===== src/hsha_pkg.sv =====
// Shared constants, types and SHA-256 helper functions for the HMAC-SHA256 engine.
`default_nettype none
package hsha_pkg;

  localparam int BLOCK_BYTES_DEF = 64;
  localparam int KEY_WORDS       = 8;
  localparam int CFG_IDX_W       = 4;
  localparam logic [7:0] IPAD    = 8'h36;
  localparam logic [7:0] OPAD    = 8'h5c;
  // outer message is one key block plus a 32-byte inner digest
  localparam logic [63:0] OUTER_BITS = 64'd768;

  localparam logic [31:0] RND_K [64] = '{
    32'h428a2f98, 32'h71374491, 32'hb5c0fbcf, 32'he9b5dba5,
    32'h3956c25b, 32'h59f111f1, 32'h923f82a4, 32'hab1c5ed5,
    32'hd807aa98, 32'h12835b01, 32'h243185be, 32'h550c7dc3,
    32'h72be5d74, 32'h80deb1fe, 32'h9bdc06a7, 32'hc19bf174,
    32'he49b69c1, 32'hefbe4786, 32'h0fc19dc6, 32'h240ca1cc,
    32'h2de92c6f, 32'h4a7484aa, 32'h5cb0a9dc, 32'h76f988da,
    32'h983e5152, 32'ha831c66d, 32'hb00327c8, 32'hbf597fc7,
    32'hc6e00bf3, 32'hd5a79147, 32'h06ca6351, 32'h14292967,
    32'h27b70a85, 32'h2e1b2138, 32'h4d2c6dfc, 32'h53380d13,
    32'h650a7354, 32'h766a0abb, 32'h81c2c92e, 32'h92722c85,
    32'ha2bfe8a1, 32'ha81a664b, 32'hc24b8b70, 32'hc76c51a3,
    32'hd192e819, 32'hd6990624, 32'hf40e3585, 32'h106aa070,
    32'h19a4c116, 32'h1e376c08, 32'h2748774c, 32'h34b0bcb5,
    32'h391c0cb3, 32'h4ed8aa4a, 32'h5b9cca4f, 32'h682e6ff3,
    32'h748f82ee, 32'h78a5636f, 32'h84c87814, 32'h8cc70208,
    32'h90befffa, 32'ha4506ceb, 32'hbef9a3f7, 32'hc67178f2
  };

  localparam logic [31:0] IV [8] = '{
    32'h6a09e667, 32'hbb67ae85, 32'h3c6ef372, 32'ha54ff53a,
    32'h510e527f, 32'h9b05688c, 32'h1f83d9ab, 32'h5be0cd19
  };

  // byte source for the block buffer write port
  typedef enum logic [1:0] {
    WR_DATA = 2'd0,
    WR_MARK = 2'd1,
    WR_ZERO = 2'd2,
    WR_LEN  = 2'd3
  } wr_sel_t;

  typedef struct packed {
    logic    cap_byte;
    logic    load_key;
    logic    pad_outer;
    logic    start_comp;
    logic    wr_byte;
    wr_sel_t wr_sel;
    logic    cnt_init;
    logic    cnt_add;
    logic    save_dig;
    logic    load_dig;
    logic    len_outer;
  } dp_cmd_t;

  typedef struct packed {
    logic       busy;
    logic [5:0] fill;
  } dp_stat_t;

  function automatic logic [31:0] rotr(input logic [31:0] x, input int n);
    rotr = (x >> n) | (x << (32 - n));
  endfunction

  function automatic logic [31:0] bsig0(input logic [31:0] x);
    bsig0 = rotr(x, 2) ^ rotr(x, 13) ^ rotr(x, 22);
  endfunction

  function automatic logic [31:0] bsig1(input logic [31:0] x);
    bsig1 = rotr(x, 6) ^ rotr(x, 11) ^ rotr(x, 25);
  endfunction

  function automatic logic [31:0] ssig0(input logic [31:0] x);
    ssig0 = rotr(x, 7) ^ rotr(x, 18) ^ (x >> 3);
  endfunction

  function automatic logic [31:0] ssig1(input logic [31:0] x);
    ssig1 = rotr(x, 17) ^ rotr(x, 19) ^ (x >> 10);
  endfunction

endpackage
`default_nettype wire


===== src/hmac_sha256_engine_core.sv =====
// Top level of the HMAC-SHA256 engine: stream ports, configuration port, controller and datapath.
//
//  channel   dir  handshake           payload
//  s_axis    in   tvalid/tready       tdata=data_byte, tuser=has_byte, tlast=last_byte
//  m_axis    out  tvalid/tready       tdata=digest_word, tuser=word_index, tlast=last_word
//  cfg       in   cfg_we              cfg_index, cfg_data (key_word_0..7)
//
// A byte that completes a 64-byte block also starts a compression
// (64 rounds on one shared round unit, a fold into the hash state and a hand-back).
// A message's first item adds a key-block compression; the last item adds padding
// (one byte per cycle while no compression runs), three to four further compressions and the four outputs.
// Synchronous active-high reset clears the controller, fill count and key registers.
// The input is held off while a message is finishing or digest words wait on m_axis.
`default_nettype none
module hmac_sha256_engine_core
  import hsha_pkg::*;
#(
  parameter int BLOCK_BYTES = BLOCK_BYTES_DEF
) (
  input  wire logic                 clk,
  input  wire logic                 rst,
  input  wire logic                 s_axis_tvalid,
  output logic                      s_axis_tready,
  input  wire logic [7:0]           s_axis_tdata,  // data_byte[7:0]
  input  wire logic                 s_axis_tuser,  // has_byte
  input  wire logic                 s_axis_tlast,
  output logic                      m_axis_tvalid,
  input  wire logic                 m_axis_tready,
  output logic [63:0]               m_axis_tdata,  // digest_word[63:0]
  output logic [1:0]                m_axis_tuser,  // word_index[1:0]
  output logic                      m_axis_tlast,
  input  wire logic                 cfg_we,
  input  wire logic [CFG_IDX_W-1:0] cfg_index,
  input  wire logic [63:0]          cfg_data
);

  dp_cmd_t    cmd;
  dp_stat_t   stat;
  logic [1:0] word_sel;

  hsha_ctrl u_ctrl (
    .clk       (clk),
    .rst       (rst),
    .in_fire   (s_axis_tvalid && s_axis_tready),
    .has_byte  (s_axis_tuser),
    .last_byte (s_axis_tlast),
    .out_fire  (m_axis_tvalid && m_axis_tready),
    .stat      (stat),
    .cmd       (cmd),
    .in_ready  (s_axis_tready),
    .out_valid (m_axis_tvalid),
    .word_sel  (word_sel)
  );

  hsha_dp #(.BLOCK_BYTES(BLOCK_BYTES)) u_dp (
    .clk         (clk),
    .rst         (rst),
    .cfg_we      (cfg_we),
    .cfg_index   (cfg_index),
    .cfg_data    (cfg_data),
    .cmd         (cmd),
    .data_byte   (s_axis_tdata),
    .word_sel    (word_sel),
    .stat        (stat),
    .digest_word (m_axis_tdata)
  );

  assign m_axis_tuser = word_sel;
  assign m_axis_tlast = (word_sel == 2'd3);

endmodule
`default_nettype wire


===== src/hsha_dp.sv =====
// Datapath: key registers, block buffer, message schedule, round unit and hash state.
`default_nettype none
module hsha_dp
  import hsha_pkg::*;
#(
  parameter int BLOCK_BYTES = BLOCK_BYTES_DEF
) (
  input  wire logic                 clk,
  input  wire logic                 rst,
  input  wire logic                 cfg_we,
  input  wire logic [CFG_IDX_W-1:0] cfg_index,
  input  wire logic [63:0]          cfg_data,
  input  wire dp_cmd_t              cmd,
  input  wire logic [7:0]           data_byte,
  input  wire logic [1:0]           word_sel,
  output dp_stat_t                  stat,
  output logic [63:0]               digest_word
);

  localparam int NW = BLOCK_BYTES / 4;

  logic [63:0] key_word [KEY_WORDS];
  logic [31:0] blk  [NW];
  logic [31:0] sw   [16];
  logic [31:0] hv   [8];
  logic [31:0] idig [8];
  logic [31:0] va, vb, vc, vd, ve, vf, vg, vh;
  logic [5:0]  fill;
  logic [5:0]  rnd;
  logic        busy;
  logic        add_phase;
  logic [63:0] bit_cnt;
  logic [7:0]  data_q;

  logic [31:0] w_cur, t1, t2;
  logic [63:0] len_val;
  logic [7:0]  wr_val;
  logic [7:0]  pad;

  // key registers
  always_ff @(posedge clk) begin
    if (rst) begin
      for (int i = 0; i < KEY_WORDS; i++) key_word[i] <= '0;
    end else if (cfg_we && (cfg_index < CFG_IDX_W'(KEY_WORDS))) begin
      key_word[cfg_index[2:0]] <= cfg_data;
    end
  end

  // message byte held from the accepting edge
  always_ff @(posedge clk) begin
    if (cmd.cap_byte) data_q <= data_byte;
  end

  // schedule word and round terms
  always_comb begin
    if (rnd < 6'd16) begin
      w_cur = blk[rnd[3:0]];
    end else begin
      w_cur = sw[0] + ssig0(sw[1]) + sw[9] + ssig1(sw[14]);
    end
    t1 = vh + bsig1(ve) + ((ve & vf) ^ (~ve & vg)) + RND_K[rnd] + w_cur;
    t2 = bsig0(va) + ((va & vb) ^ (va & vc) ^ (vb & vc));
  end

  // byte to write into the block buffer
  always_comb begin
    len_val = cmd.len_outer ? OUTER_BITS : bit_cnt;
    pad     = cmd.pad_outer ? OPAD : IPAD;
    case (cmd.wr_sel)
      WR_DATA: wr_val = data_q;
      WR_MARK: wr_val = 8'h80;
      WR_ZERO: wr_val = 8'h00;
      WR_LEN:  wr_val = len_val[8*(7-fill[2:0]) +: 8];
      default: wr_val = 8'h00;
    endcase
  end

  // block buffer, fill count and bit counter
  always_ff @(posedge clk) begin
    if (rst) begin
      fill    <= '0;
      bit_cnt <= '0;
    end else begin
      if (cmd.load_key) begin
        for (int i = 0; i < NW; i++) begin
          blk[i] <= key_word[i/2][32*(1-(i%2)) +: 32] ^ {4{pad}};
        end
        fill <= '0;
      end else if (cmd.load_dig) begin
        for (int i = 0; i < 8; i++) blk[i] <= idig[i];
        fill <= 6'd32;
      end else if (cmd.wr_byte) begin
        blk[fill[5:2]][8*(3-fill[1:0]) +: 8] <= wr_val;
        fill <= fill + 6'd1;
      end
      if (cmd.cnt_init) begin
        bit_cnt <= 64'd512;
      end else if (cmd.cnt_add) begin
        bit_cnt <= bit_cnt + 64'd8;
      end
    end
  end

  // round unit: 64 rounds, then a fold into the hash state
  always_ff @(posedge clk) begin
    if (rst) begin
      busy      <= 1'b0;
      add_phase <= 1'b0;
      rnd       <= '0;
    end else if (cmd.start_comp) begin
      busy      <= 1'b1;
      add_phase <= 1'b0;
      rnd       <= '0;
    end else if (busy && add_phase) begin
      busy      <= 1'b0;
      add_phase <= 1'b0;
    end else if (busy) begin
      rnd <= rnd + 6'd1;
      if (rnd == 6'd63) add_phase <= 1'b1;
    end
  end

  always_ff @(posedge clk) begin
    if (cmd.load_key) begin
      for (int i = 0; i < 8; i++) hv[i] <= IV[i];
    end else if (busy && add_phase) begin
      hv[0] <= hv[0] + va; hv[1] <= hv[1] + vb;
      hv[2] <= hv[2] + vc; hv[3] <= hv[3] + vd;
      hv[4] <= hv[4] + ve; hv[5] <= hv[5] + vf;
      hv[6] <= hv[6] + vg; hv[7] <= hv[7] + vh;
    end
    if (cmd.save_dig) begin
      for (int i = 0; i < 8; i++) idig[i] <= hv[i];
    end
    if (cmd.start_comp) begin
      // a key block starts from the initial hash loaded in the same cycle
      if (cmd.load_key) begin
        va <= IV[0]; vb <= IV[1]; vc <= IV[2]; vd <= IV[3];
        ve <= IV[4]; vf <= IV[5]; vg <= IV[6]; vh <= IV[7];
      end else begin
        va <= hv[0]; vb <= hv[1]; vc <= hv[2]; vd <= hv[3];
        ve <= hv[4]; vf <= hv[5]; vg <= hv[6]; vh <= hv[7];
      end
    end else if (busy && !add_phase) begin
      vh <= vg; vg <= vf; vf <= ve; ve <= vd + t1;
      vd <= vc; vc <= vb; vb <= va; va <= t1 + t2;
      for (int i = 0; i < 15; i++) sw[i] <= sw[i+1];
      sw[15] <= w_cur;
    end
  end

  assign stat.busy   = busy;
  assign stat.fill   = fill;
  assign digest_word = {hv[{word_sel, 1'b0}], hv[{word_sel, 1'b1}]};

endmodule
`default_nettype wire


===== src/hsha_ctrl.sv =====
// Controller: sequences key blocks, message bytes, padding, compressions and output.
`default_nettype none
module hsha_ctrl
  import hsha_pkg::*;
(
  input  wire logic       clk,
  input  wire logic       rst,
  input  wire logic       in_fire,
  input  wire logic       has_byte,
  input  wire logic       last_byte,
  input  wire logic       out_fire,
  input  wire dp_stat_t   stat,
  output dp_cmd_t         cmd,
  output logic            in_ready,
  output logic            out_valid,
  output logic [1:0]      word_sel
);

  typedef enum logic [3:0] {
    S_IDLE, S_IKEY, S_BYTE, S_AFTER, S_MARK, S_ZERO, S_LEN,
    S_FIN, S_OKEY, S_ODIG, S_CWAIT, S_OUT
  } state_t;

  state_t     state, ret;
  logic       active, has_q, last_q, outer;
  logic [1:0] kidx;

  assign in_ready  = (state == S_IDLE);
  assign out_valid = (state == S_OUT);
  assign word_sel  = kidx;

  always_comb begin
    cmd           = '0;
    cmd.wr_sel    = WR_DATA;
    cmd.len_outer = outer;
    cmd.pad_outer = outer;
    case (state)
      S_IDLE:  cmd.cap_byte = in_fire;
      S_IKEY:  begin cmd.load_key = 1'b1; cmd.cnt_init = 1'b1; end
      S_BYTE:  begin
        cmd.wr_byte    = has_q;
        cmd.cnt_add    = has_q;
        cmd.start_comp = has_q && (stat.fill == 6'd63);
      end
      S_MARK:  begin
        cmd.wr_byte = 1'b1; cmd.wr_sel = WR_MARK;
        cmd.start_comp = (stat.fill == 6'd63);
      end
      S_ZERO:  if (stat.fill != 6'd56) begin
        cmd.wr_byte = 1'b1; cmd.wr_sel = WR_ZERO;
        cmd.start_comp = (stat.fill == 6'd63);
      end
      S_LEN:   begin
        cmd.wr_byte = 1'b1; cmd.wr_sel = WR_LEN;
        cmd.start_comp = (stat.fill == 6'd63);
      end
      S_FIN:   cmd.save_dig = !outer;
      S_OKEY:  begin cmd.load_key = 1'b1; cmd.pad_outer = 1'b1; end
      S_ODIG:  cmd.load_dig = 1'b1;
      default: ;
    endcase
    if (state == S_IKEY || state == S_OKEY) cmd.start_comp = 1'b1;
  end

  always_ff @(posedge clk) begin
    if (rst) begin
      state  <= S_IDLE;
      ret    <= S_IDLE;
      active <= 1'b0;
      outer  <= 1'b0;
      kidx   <= '0;
      has_q  <= 1'b0;
      last_q <= 1'b0;
    end else begin
      case (state)
        S_IDLE: if (in_fire) begin
          has_q  <= has_byte;
          last_q <= last_byte;
          if (has_byte || last_byte) state <= active ? S_BYTE : S_IKEY;
        end
        S_IKEY: begin
          active <= 1'b1;
          outer  <= 1'b0;
          ret    <= S_BYTE;
          state  <= S_CWAIT;
        end
        S_BYTE: begin
          ret   <= S_AFTER;
          state <= (has_q && stat.fill == 6'd63) ? S_CWAIT : S_AFTER;
        end
        S_AFTER: state <= last_q ? S_MARK : S_IDLE;
        S_MARK: begin
          ret   <= S_ZERO;
          state <= (stat.fill == 6'd63) ? S_CWAIT : S_ZERO;
        end
        S_ZERO: begin
          ret <= S_ZERO;
          if (stat.fill == 6'd56) state <= S_LEN;
          else if (stat.fill == 6'd63) state <= S_CWAIT;
        end
        S_LEN: if (stat.fill == 6'd63) begin
          ret   <= S_FIN;
          state <= S_CWAIT;
        end
        S_FIN: begin
          kidx  <= '0;
          state <= outer ? S_OUT : S_OKEY;
        end
        S_OKEY: begin
          ret   <= S_ODIG;
          state <= S_CWAIT;
        end
        S_ODIG: begin
          outer <= 1'b1;
          state <= S_MARK;
        end
        S_CWAIT: if (!stat.busy) state <= ret;
        S_OUT: if (out_fire) begin
          kidx <= kidx + 2'd1;
          if (kidx == 2'd3) begin
            active <= 1'b0;
            outer  <= 1'b0;
            state  <= S_IDLE;
          end
        end
        default: state <= S_IDLE;
      endcase
    end
  end

endmodule
`default_nettype wire

===== config.mk =====
export PLATFORM = sky130hd
export DESIGN_NAME = hmac_sha256_engine_core
export DESIGN_NICKNAME = d
export VERILOG_FILES = /design/src/hsha_pkg.sv /design/src/hmac_sha256_engine_core.sv /design/src/hsha_dp.sv /design/src/hsha_ctrl.sv
export SDC_FILE = /design/constraint.sdc
export NUM_CORES = 2
export LEC_CHECK = 0
export BUFFER_PORTS_ARGS = -buffer_cell sky130_fd_sc_hd__buf_2
export CORE_ASPECT_RATIO = 1.25
export CORE_MARGIN = 4
export CORE_UTILIZATION = 25
export CTS_BUF_LIST = sky130_fd_sc_hd__clkbuf_4 sky130_fd_sc_hd__clkbuf_8
export CTS_CLUSTER_DIAMETER = 100
export DETAILED_ROUTE_END_ITERATION = 8
export GPL_TIMING_DRIVEN = 0
export SYNTH_ARGS = -nofsm -noshare
export SYNTH_HDL_FRONTEND = slang
export SYNTH_HIERARCHICAL = 1
export SYNTH_SLANG_ARGS = --single-unit

===== constraint.sdc =====
create_clock -name clk -period 52.7 [get_ports clk]
set_input_delay 10.54 -clock clk [delete_from_list [all_inputs] [get_ports clk]]
set_output_delay 10.54 -clock clk [all_outputs]
set_load 0.01 [all_outputs]

* Word-level counts from Yosys, hierarchy flattened
Memory sizes are Yosys's and may differ from the RTL's. A register that Yosys moved wholly into a read port is not among the register bits.
Cells that the tools add are included.
** Word-level totals
- Bits in registers :: 356
- Bits in writable memories :: 2048
- ROM bits :: 2048
- Bits of input ports :: 83
- Output and inout bits :: 69
- Memories :: 6
** Cells by class
- Add/subtract/negate cells :: 25
- Order comparisons :: 3
- Eq/ne operators :: 25
- Shift-type cells :: 3
- Multiplexer cells :: 122
- Bitwise operators :: 61
- Reductions and logical operators :: 38
** Memories
- (name not given) :: words 64, bits a word 32, read ports 1, clocked after Yosys merged registers in 0, wr ports 0, RTL line hsha_dp.sv:61 : t1 = vh + bsig1(ve) + ((ve & vf) ^ (~ve & vg)) + RND_K[rnd] + w_cur;
- u_dp.blk :: words 16, bits a word 32, read ports 1, clocked after Yosys merged registers in 1, wr ports 16, RTL line hsha_dp.sv:23 : logic [31:0] blk [NW];
- u_dp.key_word :: words 8, bits a word 64, read ports 8, clocked after Yosys merged registers in 0, wr ports 8, RTL line hsha_dp.sv:22 : logic [63:0] key_word [KEY_WORDS];
- u_dp.sw :: words 16, bits a word 32, read ports 16, clocked after Yosys merged registers in 0, wr ports 16, RTL line hsha_dp.sv:24 : logic [31:0] sw [16];
- u_dp.hv :: words 8, bits a word 32, read ports 10, clocked after Yosys merged registers in 2, wr ports 8, RTL line hsha_dp.sv:25 : logic [31:0] hv [8];
- u_dp.idig :: words 8, bits a word 32, read ports 8, clocked after Yosys merged registers in 0, wr ports 8, RTL line hsha_dp.sv:26 : logic [31:0] idig [8];
** Operators with widths (number)
- $mux 32 :: 46
- $xor 32x32->32 :: 25
- $add 32x32->32 :: 18
- $and 32x32->32 :: 5
- $mux 64 :: 2
- $add 64x4->64 const B :: 1
- $reduce_or 64->1 :: 1
- $shiftx 64x33->8 :: 1
- $mux 4 :: 14
- $pmux 4 s11 :: 1
- $mux 1 :: 38
- $neg 32->34 :: 1
- $shift 8x34->32 const A :: 1
- $shiftx 8x34->32 :: 1
- $not 32->32 :: 1
- $or 10x32->32 :: 1
- $or 13x32->32 :: 1
- $or 14x32->32 :: 1
- $or 15x32->32 :: 1
- $or 19x32->32 :: 1
- $or 21x32->32 :: 1
- $or 25x32->32 :: 1
- $or 26x32->32 :: 1
- $or 30x32->32 :: 1
- other kinds (48) :: 112

* Logic depth before layout (Yosys ltp)
An unclocked memory read counts as a cell.
- Word-level depth :: 12
- Depth in mapped cells :: 50

* By module
Netlist, hierarchy kept.
** By module, submodules not included
- hsha_dp :: instances 1, cells an instance 10606, area each 126194.8 sq um, sequential area each 70687.8 sq um
- hsha_ctrl :: instances 1, cells an instance 156, area each 1121.1 sq um, sequential area each 280.3 sq um
- hmac_sha256_engine_core :: instances 1, cells an instance 3, area each 18.8 sq um, sequential area each 0.0 sq um

* Worst setup path after synthesis
Ideal clock, no wire load.
- Kind :: register -> register
- From :: register u_ctrl.state[2]
- To :: memory u_dp.sw[0][0] (enable)
- Arrival time :: 23.153 ns
- Required time :: 51.300 ns
- Slack :: 28.148 ns
- Stages on the path, launching flop included :: 12
- Cells stage by stage :: dfxtp_1 buf_2 buf_2 a21oi_1 nor3_1 a211oi_1 inv_1 clkbuf_1 clkbuf_1 clkbuf_1 clkbuf_1 nor2_1
** RTL lines
- start: declaration :: RTL line hsha_ctrl.sv:24 : state_t state, ret;
- start signal: assignment :: RTL line hsha_ctrl.sv:79 : if (has_byte || last_byte) state <= active ? S_BYTE : S_IKEY;
- start signal: assignment :: RTL line hsha_ctrl.sv:89 : state <= (has_q && stat.fill == 6'd63) ? S_CWAIT : S_AFTER;
- start signal: assignment :: RTL line hsha_ctrl.sv:91 : S_AFTER: state <= last_q ? S_MARK : S_IDLE;
- end: declaration :: RTL line hsha_dp.sv:24

==> impl_metrics.json <==
{
  "vias_per_cell": 5.197,
  "end_kind": "output pin",
  "timing.final.ws_setup_ps": 37260,
  "syn2layout_area_growth_pct": 14.39,
  "dp.final_hpwl_mm": 456.4,
  "synth_edf_count": 2280,
  "worstSetupStartpointType": "flop",
  "finalSetupTns_ps": 0,
  "ys.flop_type": "edfxtp_1",
  "status": "finished with violations",
  "fin_crit_sh_pct": 29.29,
  "slowest_stage": "buf_1",
  "syn_area_mm2": 0.1273,
  "yosysWarnings": 6,
  "chipHeight_um": 805.9,
  "grt_pass1_wl_mm": 775.8,
  "cts_sinks": 2405,
  "ys_types": 106,
  "drc": 0,
  "cts_tree": "done",
  "core_mm2": 0.5067,
  "post_cts_resized": 0,
  "wl_per_cell_um": 31.64,
  "grt_overflow_total": 0,
  "synth_fp_nets": 11450,
  "crit_type": "reg2out",
  "syn_inst": 10770,
  "relSlewSlack_pct": -8.162,
  "pin_count": 152,
  "vias": 95990,
  "die_x_um": 646.3,
  "tightestPinTransition_ps": 1622,
  "fp.dieArea_mm2": 0.5209,
  "finalCriticalPeriod_ps": 15440,
  "cts_buffers": 364,
  "setup-violations-final": 0,
  "fillers": 52240,
  "grt_setup_unrepaired": "no",
  "avgSynthCellArea_um2": 11.83,
  "antenna_found_initial": 120,
  "regToRegSetupSlack_ps": 39430,
  "gp_congestion": 1.064,
  "h-tree-depth": 5,
  "async_reset_ff_share_pct": 0,
  "violations": "max-capacitance violations, max-slew violations",
  "cts_hold_buf": 0,
  "grt_pass1_vias": 91660,
  "wl_mm": 584.4,
  "clk_pin_slew_ps": 70,
  "drt_iter0_drc": 12700,
  "multi_input_area_mm2": 0.05259,
  "preCtsSetupSlack_ps": 38160,
  "row_count": 292,
  "ant_nets": 0,
  "nets": 12040,
  "initial_core_util_pct": 25.13,
  "crit_chain": "clkbuf_1, buf_1, mux4_2, buf_2",
  "hp-class": "reg2reg",
  "critPathArrivalTime_ps": 4900,
  "skew_ps": 197.5,
  "grt_use_total_pct": 21.74,
  "fmax_mhz": 64.78,
  "drv_slew": 34,
  "drt_pre_antenna_iters": 6,
  "slowest_delay_ps": 1070,
  "port_buffers": 151,
  "clkLatencyLatePin_ps": 1140,
  "worstPathRequired_ps": 42160,
  "crit_fanout": 11,
  "postCtsSetupBuffers": 0,
  "drive_gt1_share_pct": 11.50,
  "synth_seq_area_share_pct": 55.73,
  "drv_cap": 4,
  "cts_buffer_depth": 4,
  "finalHoldViolCount": 0,
  "cts-root-buf": "clkbuf_8",
  "ys_ff_latch": 2405,
  "grt_max_degree": 95,
  "register_area_mm2": 0.07097
}
[area by class of cell]
class | count | area share (%)
sequential | 2405 | 48.72
multi-input combinational | 7289 | 36.11
tap | 6762 | 5.809
clock buffer | 476 | 4.047
buffer | 562 | 1.507
timing repair buffer | 221 | 1.416
inverter | 509 | 1.317
clock inverter | 164 | 0.9303
antenna | 84 | 0.1443
[synth_stat cells, drive strengths merged (48+ instances only)]
master	number	area share, %
edfxtp	2280	54
nand2	956	2.8
nor2	902	2.7
a21oi	762	3.0
o21ai	628	2.5
and2	546	2.7
inv	507	1.5
xnor2	490	3.4
clkbuf	460	1.4
ha	405	4.0
xor2	371	2.6
mux4	239	4.2
a21o	199	1.2
fa	196	3.1
a211oi	179	1.1
nor2b	149	0.73
nand3	130	0.51
dfxtp	125	2.0
o211ai	119	0.70
nor3	107	0.43
buf	102	0.33
a31o	93	0.64
a31oi	90	0.44
nand2b	82	0.41
and3	73	0.36
o21a	66	0.39
or3	48	0.24
[per-stage QoR]
| stage | instance area [µm²] | hold WS (ps) | util, % | cells |
|---|---|---|---|---|
| 6_report | 145700 | 321.4 | 28.74 | 18470 |
| 5_1_grt | 145500 | 314.0 | 28.71 | 18410 |
| 4_1_cts | 145400 | 310.0 | 28.68 | 18380 |
| 3_5_place_dp | 138100 | 404.5 | 27.25 | 17740 |
| 3_3_place_gp | 136600 | 400.2 | 26.95 | 17680 |
| 2_1_floorplan | 127300 | 400.3 | - | 10770 |
[layout by cell type (no fill, tap or decap), types with 371 or more instances in the layout]
master,synthesis,final
inv_1,506,505
nor2_1,901,897
clkbuf_8,0,371
o21ai_0,608,607
ha_1,405,405
edfxtp_1,2280,2280
clkbuf_1,459,438
and2_1,546,546
nand2_1,955,955
a21oi_1,758,758
xnor2_1,488,476
[sequential cells by signal, indices dropped and copies added (netlist names), 61 cells and up, named ones only]
register	cells
u_dp/sw	512
u_dp/bit_cnt	61
u_dp/idig	256
u_dp/hv	256
u_dp/blk	512
u_dp/key_word	512
[worst max-delay path: cells and delay by family (launching register included)]
| family | cells | cell delay (ps) |
|---|---|---|
| flip-flops | 1 | 870 |
| buffers and inverters | 3 | 2300 |
| multiplexers | 1 | 720 |
[path summary, 6_finish.rpt]
check	cells after the start	startpoint	to
worst min-delay path	0	u_dp/sw[10][2]$_DFFE_PP_	u_dp/sw[9][2]$_DFFE_PP_
worst max register to register	39	flop	u_dp/va[31]$_DFFE_PP_
worst max-delay path	4	u_ctrl/word_sel[0]$_SDFFE_PP0P_	m_axis_tdata[25]
worst min register to register	0	u_dp/sw[10][2]$_DFFE_PP_	u_dp/sw[9][2]$_DFFE_PP_
[routing by layer]
| layer | wire [µm] | GRT usage [%] | share of wire, % |
|---|---|---|---|
| met3 | 48970 | 4.130 | 8.4 |
| met1 | 200700 | 24.14 | 34 |
| met2 | 265500 | 34.45 | 45 |
| met5 | 126 | 0 | 0.022 |
| met4 | 69100 | 21.71 | 12 |
[kinds of logic (layout without fill, tap and decap cells)]
| family | count (synthesis) | in the layout | share of synthesized area (%) |
|---|---|---|---|
| DFF | 2405 | 2405 | 55.73 |
| AOI/OAI and AO/OA | 2397 | 2397 | 11.68 |
| xor gates and xnor gates | 861 | 861 | 5.934 |
| muxes | 302 | 302 | 4.760 |
| adders and majority gates | 606 | 606 | 7.100 |
| and+or+nand+nor | 3123 | 3123 | 11.60 |
| other | 0 | 84 | 0 |
| buffers and inverters | 1071 | 1932 | 3.192 |
Power is not shown: default switching activity piles up to over one toggle a cycle in this logic, so the estimate is an artifact.
